File: src/hdl/ffha_pkg.sv
// Shared types and codes for the first-fit hole allocator.
`timescale 1ns / 1ps
`default_nettype none
package ffha_pkg;
	typedef enum logic [1:0] {
		ST_OK    = 2'd0,
		ST_NOFIT = 2'd1,
		ST_FULL  = 2'd2
	} status_t;

	typedef enum logic {
		REQ_ALLOC = 1'b0,
		REQ_FREE  = 1'b1
	} req_t;

	// Sequencer states, one-hot.
	typedef enum logic [8:0] {
		S_IDLE  = 9'b000000001,
		S_SCAN  = 9'b000000010,
		S_CHECK = 9'b000000100,
		S_NEXT  = 9'b000001000,
		S_DROP  = 9'b000010000,
		S_SHIFT = 9'b000100000,
		S_WRITE = 9'b001000000,
		S_DONE  = 9'b010000000,
		S_WAIT  = 9'b100000000
	} state_t;
endpackage
`default_nettype wire

File: src/hdl/first_fit_hole_allocator_core.sv
// Top level of the first-fit hole allocator: sequencer and hole table memory.
//
// Usage: requests enter on the s_axis channel, one per transaction. tdata holds
// block_size and block_start, tuser holds req_type (0 allocate, 1 free). Each
// request gives exactly one result transaction on m_axis: status, grant_address,
// used_units and free_holes packed in tdata.
// The hole table is kept in one synchronous single-port memory (base and
// length side by side) and is walked one entry at a time, each entry read in
// S_SCAN and checked in S_CHECK. A request scans up to the first hole that
// fits or lies above the freed block, shifts the holes above it on removal or
// insertion, then does the final write and loads the result.
// One request is processed at a time; the sequencer returns to idle between requests.
// A new request is taken only once the previous result sits in the output
// register, so a result may wait while the next request is already scanning.
// After reset the S_WAIT state writes a single hole covering all memory into entry 0;
// no clearing pass is needed. If the receiver stalls, the result is held in
// the output register and further results wait until it is taken.
`timescale 1ns / 1ps
`default_nettype none
module first_fit_hole_allocator_core #(
	parameter int MEMORY_UNITS = 1024,
	parameter int MAX_HOLES    = 64
) (
	input  wire logic        clk,
	input  wire logic        arst_n,
	input  wire logic        s_axis_tvalid,
	output logic             s_axis_tready,
	input  wire logic [23:0] s_axis_tdata,   // block_size[10:0], block_start[20:11]
	input  wire logic        s_axis_tuser,   // req_type
	output logic             m_axis_tvalid,
	input  wire logic        m_axis_tready,
	output logic [31:0]      m_axis_tdata    // status[1:0], grant_address[11:2],
	                                         // used_units[22:12], free_holes[29:23]
);
	localparam int IW = $clog2(MAX_HOLES);
	localparam int CW = $clog2(MAX_HOLES + 1);

	// Hole table memory: {base, length}.
	logic [20:0] mem [MAX_HOLES];
	logic [20:0] rd_q;
	logic [IW-1:0] addr;
	logic we;
	logic [20:0] wd;

	ffha_pkg::state_t state_q;
	logic        req_q;
	logic [10:0] size_q;
	logic [9:0]  start_q;
	logic [CW-1:0] pos_q;      // scan position
	logic [CW-1:0] total_q;
	logic [10:0] used_q;
	logic [10:0] prev_end_q;   // end of hole pos-1
	logic        has_prev_q;
	logic [20:0] prev_q;       // hole pos-1
	logic [20:0] carry_q;      // entry carried during shift
	logic [CW-1:0] j_q;        // shift index
	logic        ins_q;        // shift direction: insert (up) or drop (down)
	logic        merge_both_q;
	logic        out_busy_q;
	logic [31:0] out_q;

	// Result fields.
	ffha_pkg::status_t st_q;
	logic [9:0] grant_q;

	wire [9:0]  rb = rd_q[20:11];
	wire [10:0] rl = rd_q[10:0];
	wire [11:0] free_end = {1'b0, size_q} + {2'b0, start_q};
	wire        in_scan_range = (pos_q < total_q);

	// Memory port.
	always_ff @(posedge clk) begin
		if (we)
			mem[addr] <= wd;
		rd_q <= mem[addr];
	end

	assign s_axis_tready = (state_q == ffha_pkg::S_IDLE);
	assign m_axis_tvalid = out_busy_q;
	assign m_axis_tdata  = out_q;

	// Address and write control from the sequencer.
	always_comb begin
		addr = pos_q[IW-1:0];
		we   = 1'b0;
		wd   = '0;
		unique case (state_q)
			ffha_pkg::S_WAIT: begin
				addr = '0;
				we   = 1'b1;
				wd   = {10'd0, 11'(MEMORY_UNITS)};
			end
			ffha_pkg::S_NEXT: begin
				addr = j_q[IW-1:0];
			end
			ffha_pkg::S_SHIFT: begin
				if (ins_q) begin
					addr = j_q[IW-1:0];
					we   = 1'b1;
					wd   = carry_q;
				end else begin
					addr = j_q[IW-1:0];
				end
			end
			ffha_pkg::S_DROP: begin
				addr = j_q[IW-1:0] - IW'(1);
				we   = 1'b1;
				wd   = rd_q;
			end
			ffha_pkg::S_WRITE: begin
				addr = j_q[IW-1:0];
				we   = 1'b1;
				wd   = carry_q;
			end
			default: ;
		endcase
	end

	always_ff @(posedge clk or negedge arst_n) begin
		if (!arst_n) begin
			state_q      <= ffha_pkg::S_WAIT;
			total_q      <= CW'(1);
			used_q       <= '0;
			out_busy_q   <= 1'b0;
			pos_q        <= '0;
			j_q          <= '0;
			merge_both_q <= 1'b0;
		end else begin
			// Output register: load a finished result, clear on a taken transaction.
			if (state_q == ffha_pkg::S_DONE && (!out_busy_q || m_axis_tready))
				out_busy_q <= 1'b1;
			else if (out_busy_q && m_axis_tready)
				out_busy_q <= 1'b0;
			unique case (state_q)
				ffha_pkg::S_WAIT: begin
					// Entry 0 is seeded with the single full hole this cycle.
					state_q <= ffha_pkg::S_IDLE;
				end
				ffha_pkg::S_IDLE: begin
					if (s_axis_tvalid) begin
						size_q     <= s_axis_tdata[10:0];
						start_q    <= s_axis_tdata[20:11];
						req_q      <= s_axis_tuser;
						pos_q      <= '0;
						has_prev_q <= 1'b0;
						grant_q    <= '0;
						state_q    <= ffha_pkg::S_SCAN;
					end
				end
				ffha_pkg::S_SCAN: begin
					// Entry at pos_q is being read.
					state_q <= ffha_pkg::S_CHECK;
				end
				ffha_pkg::S_CHECK: begin
					if (req_q == ffha_pkg::REQ_ALLOC) begin
						if (size_q == '0 || !in_scan_range) begin
							st_q    <= ffha_pkg::ST_NOFIT;
							state_q <= ffha_pkg::S_DONE;
						end else if (rl >= size_q) begin
							grant_q <= rb;
							st_q    <= ffha_pkg::ST_OK;
							used_q  <= used_q + size_q;
							if (rl == size_q) begin
								ins_q   <= 1'b0;
								j_q     <= pos_q + CW'(1);
								total_q <= total_q - CW'(1);
								state_q <= ffha_pkg::S_SHIFT;
							end else begin
								carry_q <= {rb + size_q[9:0], rl - size_q};
								j_q     <= pos_q;
								state_q <= ffha_pkg::S_WRITE;
							end
						end else begin
							pos_q   <= pos_q + CW'(1);
							state_q <= ffha_pkg::S_SCAN;
						end
					end else begin
						if (size_q == '0 || free_end > 12'(MEMORY_UNITS)) begin
							st_q    <= ffha_pkg::ST_NOFIT;
							state_q <= ffha_pkg::S_DONE;
						end else if (in_scan_range && rb <= start_q) begin
							has_prev_q <= 1'b1;
							prev_q     <= rd_q;
							prev_end_q <= 11'(rb) + rl;
							pos_q      <= pos_q + CW'(1);
							state_q    <= ffha_pkg::S_SCAN;
						end else begin
							// pos_q is the first hole above start.
							logic jp, jn;
							jp = has_prev_q && prev_end_q == {1'b0, start_q};
							jn = in_scan_range && {2'b0, rb} == free_end;
							if ((has_prev_q && prev_end_q > {1'b0, start_q}) ||
							    (in_scan_range && {2'b0, rb} < free_end)) begin
								st_q    <= ffha_pkg::ST_NOFIT;
								state_q <= ffha_pkg::S_DONE;
							end else if (jp && jn) begin
								st_q    <= ffha_pkg::ST_OK;
								used_q  <= used_q - size_q;
								carry_q <= {prev_q[20:11], prev_q[10:0] + size_q + rl};
								j_q     <= pos_q - CW'(1);
								merge_both_q <= 1'b1;
								state_q <= ffha_pkg::S_WRITE;
							end else if (jp) begin
								st_q    <= ffha_pkg::ST_OK;
								used_q  <= used_q - size_q;
								carry_q <= {prev_q[20:11], prev_q[10:0] + size_q};
								j_q     <= pos_q - CW'(1);
								state_q <= ffha_pkg::S_WRITE;
							end else if (jn) begin
								st_q    <= ffha_pkg::ST_OK;
								used_q  <= used_q - size_q;
								carry_q <= {start_q, rl + size_q};
								j_q     <= pos_q;
								state_q <= ffha_pkg::S_WRITE;
							end else if (total_q >= CW'(MAX_HOLES)) begin
								st_q    <= ffha_pkg::ST_FULL;
								state_q <= ffha_pkg::S_DONE;
							end else begin
								// Insert: shift entries pos..total-1 up by one.
								st_q    <= ffha_pkg::ST_OK;
								used_q  <= used_q - size_q;
								carry_q <= {start_q, size_q};
								ins_q   <= 1'b1;
								j_q     <= pos_q;
								state_q <= ffha_pkg::S_NEXT;
							end
						end
					end
				end
				ffha_pkg::S_NEXT: begin
					// Insert step: read entry j before overwriting it.
					if (j_q >= total_q) begin
						total_q <= total_q + CW'(1);
						state_q <= ffha_pkg::S_WRITE;
					end else begin
						state_q <= ffha_pkg::S_SHIFT;
					end
				end
				ffha_pkg::S_SHIFT: begin
					if (ins_q) begin
						// Write carry to j and carry the old value of j upward.
						carry_q <= rd_q;
						j_q     <= j_q + CW'(1);
						state_q <= ffha_pkg::S_NEXT;
					end else begin
						// Drop: read entry j, then write it to j-1.
						if (j_q > total_q)
							state_q <= ffha_pkg::S_DONE;
						else
							state_q <= ffha_pkg::S_DROP;
					end
				end
				ffha_pkg::S_DROP: begin
					// Entry j has been copied down to j-1.
					j_q     <= j_q + CW'(1);
					state_q <= ffha_pkg::S_SHIFT;
				end
				ffha_pkg::S_WRITE: begin
					if (merge_both_q) begin
						merge_both_q <= 1'b0;
						ins_q        <= 1'b0;
						j_q          <= pos_q + CW'(1);
						total_q      <= total_q - CW'(1);
						state_q      <= ffha_pkg::S_SHIFT;
					end else begin
						state_q <= ffha_pkg::S_DONE;
					end
				end
				ffha_pkg::S_DONE: begin
					if (!out_busy_q || m_axis_tready) begin
						out_q <= {2'b0, 7'(total_q), used_q,
						          (st_q == ffha_pkg::ST_OK ? grant_q : 10'd0), st_q};
						state_q <= ffha_pkg::S_IDLE;
					end
				end
				default: state_q <= ffha_pkg::S_IDLE;
			endcase
		end
	end

`ifndef SYNTH
	a_one_result: assert property (@(posedge clk) disable iff (!arst_n)
		(state_q == ffha_pkg::S_DONE && out_busy_q && !m_axis_tready) |=> out_busy_q)
		else $error("result lost under stall");
	a_table_bound: assert property (@(posedge clk) disable iff (!arst_n)
		total_q <= CW'(MAX_HOLES))
		else $error("hole count beyond table");
	a_no_accept_busy: assert property (@(posedge clk) disable iff (!arst_n)
		(state_q != ffha_pkg::S_IDLE) |-> !s_axis_tready)
		else $error("request accepted while busy");
	a_hold_stall: assert property (@(posedge clk) disable iff (!arst_n)
		(m_axis_tvalid && !m_axis_tready) |=> (m_axis_tvalid && $stable(m_axis_tdata)))
		else $error("result changed under stall");
`endif
endmodule
`default_nettype wire

File: config.mk
export PLATFORM = sky130hd
export DESIGN_NAME = first_fit_hole_allocator_core
export DESIGN_NICKNAME = d
export VERILOG_FILES = /design/src/hdl/ffha_pkg.sv /design/src/hdl/first_fit_hole_allocator_core.sv
export SDC_FILE = /design/constraint.sdc
export NUM_CORES = 2
export LEC_CHECK = 0
export BUFFER_PORTS_ARGS = -buffer_cell sky130_fd_sc_hd__buf_2
export CORE_MARGIN = 10
export CORE_UTILIZATION = 30
export CTS_CLUSTER_DIAMETER = 40
export DETAILED_ROUTE_END_ITERATION = 12
export GPL_ROUTABILITY_DRIVEN = 0
export SLEW_MARGIN = 25
export SYNTH_ARGS = -nofsm -noshare
export SYNTH_HDL_FRONTEND = slang
export SYNTH_SLANG_ARGS = --single-unit
export TNS_END_PERCENT = 30
File: constraint.sdc
create_clock -name clk -period 9.5 [get_ports clk]
set_input_delay 1.9 -clock clk [delete_from_list [all_inputs] [get_ports clk]]
set_output_delay 1.9 -clock clk [all_outputs]
set_load 0.1 [all_outputs]
==> out/metrics.yaml <==
placedCellCount: 7133
nFillCells: 20000
fin_crit_ns: 5.794
core_um2: 209600
slowest_delay_ns: 0.90
dr.pass1.iters: 8
reg2reg_from: "state_q[4]$_DFFE_PN0P_"
synth-seq-cells: 1527
slew_headroom_pct: 22.41
clock-sinks: 1527
worst_hold_path_type: "flop to flop"
wl_per_cell_um: 25.83
antenna_found_initial: 8
cp_data_required_time_ns: 10.03
hold_start: "used_q[10]$_DFFE_PN0P_"
status: "finished, final reports clean"
hold_violations: 0
grt_max_degree: 98
cap_violations: 0
dieArea_um2: 229400
reg2reg_depth: 12
setup.worst_path.start: "state_q[4]$_DFFE_PN0P_"
cts_tree: "done"
post-route-period-util_pct: 60.99
cts_max_path_buffers: 3
syn_to_final_growth_pct: 15.11
finalNonFillerCells: 7428
port_buffers: 57
powerDensity_nw_per_um2: 191.9
avgSynthCellArea_um2: 14.46
cts_root_buffer: "clkbuf_16"
start_util_pct: 30.15
drtIter0Drc: 5107
vias_per_cell: 5.450
min_to: "used_q[10]$_DFFE_PN0P_"
netlist_instances: 4369
htree_num_levels: 4
power_mw: 13.96
drive_gt1_share_pct: 12.64
p_leak_nw: 21.97
dpl.hpwl_um: 109400
dp_slack_ns: 3.942
async_reset_ff_share_pct: 2.816
io_pins: 63
whs_path_depth: 1
worst_skew_pair.late_latency_ns: 0.82
tightest_slew_ns: 1.135
synth_edf_count: 1463
ys_seq_area_share_pct: 71.91
critPathKind: "flop to flop"
cp-start-kind: "flop"
r2r_slack_ns: 3.71
fmax_mhz: 172.6
vias: 40480
utilization_pct: 34.70
overflow: 0
post-cts-setup-buffers: 0
crit_arrival_ns: 6.32
ys_types: 95
crit_path_end_kind: "flop"
die_h_um: 478.9
die_w_um: 478.9
finalSetupTns_ns: 0
yosysWarnings: 0
skew_ns: 0.07180
drc: 0
cts_made_buffers: 163
rsz0062_at_grt: "false"
setup_viol: 0
crit-reg2reg-capture: "rd_q[14]$_DFF_P_"
cp_max_fo: 38
grt_pass1_wl_um: 275500
hold_buffers: 0
grt_pass1_vias: 38350
routed_wl_um: 191900
regArea_um2: 45430
synth_top_flop_cell: "edfxtp_1"
peakVddDrop_uv: 194.6
path_cells: "nor2_1 -> nand2_1 -> o31ai_1 -> a21o_4 -> buf_4 -> nor3_2 -> buf_4 -> buf_4 -> a22oi_1 -> a31oi_1 -> nor3_1 -> nand3_1"
ant_nets: 0
multi_input_area_um2: 16670
row_count: 168
clk_pin_slew_worst_paths_ns: 0.06
syn_area_um2: 63180
cts_resized: 0
setup_slack_ns: 3.706
grt_usage_pct: 16.07
slew_violations: 0
nNetsFinal: 4665
crit_top_cell: "buf_4"
cp_slowest_cell: "nor3_1"
-- per-layer routing --
layer	GRT usage, %	vias up	wire length (um)
met5	0	-	12
met4	6.515	2	7932
met3	3.494	361	19610
met2	24.76	2145	85800
met1	21.98	20500	78530
li1	-	17470	-
-- worst max-delay path by stage --
stage                                end  cells after the start  slack [ns]
detailed placement      rd_q[14]$_DFF_P_                     12        3.94
global placement        rd_q[14]$_DFF_P_                     12        3.90
CTS                     rd_q[14]$_DFF_P_                     12        3.93
global route            rd_q[14]$_DFF_P_                     12        3.56
finish                  rd_q[14]$_DFF_P_                     12        3.71
floorplan           carry_q[0]$_DFFE_PP_                     15        3.98
-- critical path: cells and delay by family (launching register included) --
family                 cells  cell delay [ns]
and+or+nand+nor            5             2.02
AOI/OAI and AO/OA          4             1.65
buffers and inverters      3             1.25
DFF                        1             0.51
-- report_power, final --
group	switching, mW	internal [mW]	leakage [nW]
clock network	2.71	3.63	2.58
logic	0.183	0.116	8.05
registers	0.0275	7.29	11.3
-- logic make-up after synthesis --
group                      synth area share (%)
xor gates and xnor gates                  1.192
adders and majority gates                 2.919
buffers and inverters                     2.390
DFF                                       71.91
other                                  0.005935
muxes                                    0.8991
and+or+nand+nor                           7.270
AOI/OAI and AO/OA                         13.42
-- stage by stage --
stage          cell area (um2)  hold slack, ns
4_1_cts                  72700          0.4667
6_report                 72730          0.4658
3_5_place_dp             67360          0.4519
3_3_place_gp             67360          0.4603
2_1_floorplan            63190          0.4272
5_1_grt                  72720          0.4883
-- flip-flops by register name, indices dropped and copies added (netlist names), 2 cells and up --
name	flops
mem	1344
m_axis_tdata	30
carry_q	21
prev_q	21
rd_q	21
prev_end_q	11
size_q	11
used_q	11
grant_q	10
start_q	10
state_q	9
j_q	7
pos_q	7
total_q	7
st_q	2
-- synth_stat cells, types with 28 or more instances --
cell | number | area, um2
edfxtp_1 | 1463 | 43930
nand2_1 | 469 | 1760
a21oi_1 | 274 | 1371
nor2_1 | 208 | 780.8
a22oi_1 | 191 | 1434
o21ai_0 | 141 | 705.7
ha_1 | 133 | 1664
nand3_1 | 125 | 625.6
a22o_1 | 111 | 972.2
a221oi_1 | 96 | 840.8
a31oi_1 | 93 | 581.8
buf_2 | 88 | 440.4
clkbuf_1 | 86 | 322.8
inv_1 | 83 | 311.6
xnor2_1 | 63 | 551.8
a211oi_1 | 52 | 390.4
mux2i_1 | 50 | 500.5
dfrtp_1 | 41 | 1026
nor3_1 | 39 | 195.2
buf_1 | 32 | 120.1
a222oi_1 | 31 | 310.3
o211ai_1 | 29 | 217.7
o22ai_1 | 29 | 181.4
a21o_1 | 28 | 210.2
-- layout make-up --
class	count	share of cell area [%]
clock inverter	98	1.511
sequential	1527	62.47
inverter	85	0.4387
timing repair buffer	200	1.985
tap	2805	4.826
clock buffer	193	5.834
multi-input combinational	2517	22.93
antenna	3	0.01032
-- placed cells by master (no fill, tap or decap), types with 31 or more instances in the layout --
master     netlist  routed
nor2_1         208     133
edfxtp_1      1463    1463
buf_2           88      58
mux2i_1         50      50
a21oi_1        274     273
nor2_2           0      59
a221oi_1        96      96
ha_1           133     133
nor3_1          39      35
a31oi_1         93      92
nand2_1        469     467
xnor2_1         63      63
nand3_1        125     125
a22o_1         111      95
dfrtp_1         41      41
clkbuf_16        0     164
o21ai_0        141     137
a222oi_1        31      31
inv_1           83      83
a22oi_1        191     191
a211oi_1        52      52
buf_4           26     135
No activity file was read; power rests on OpenSTA's default activity.
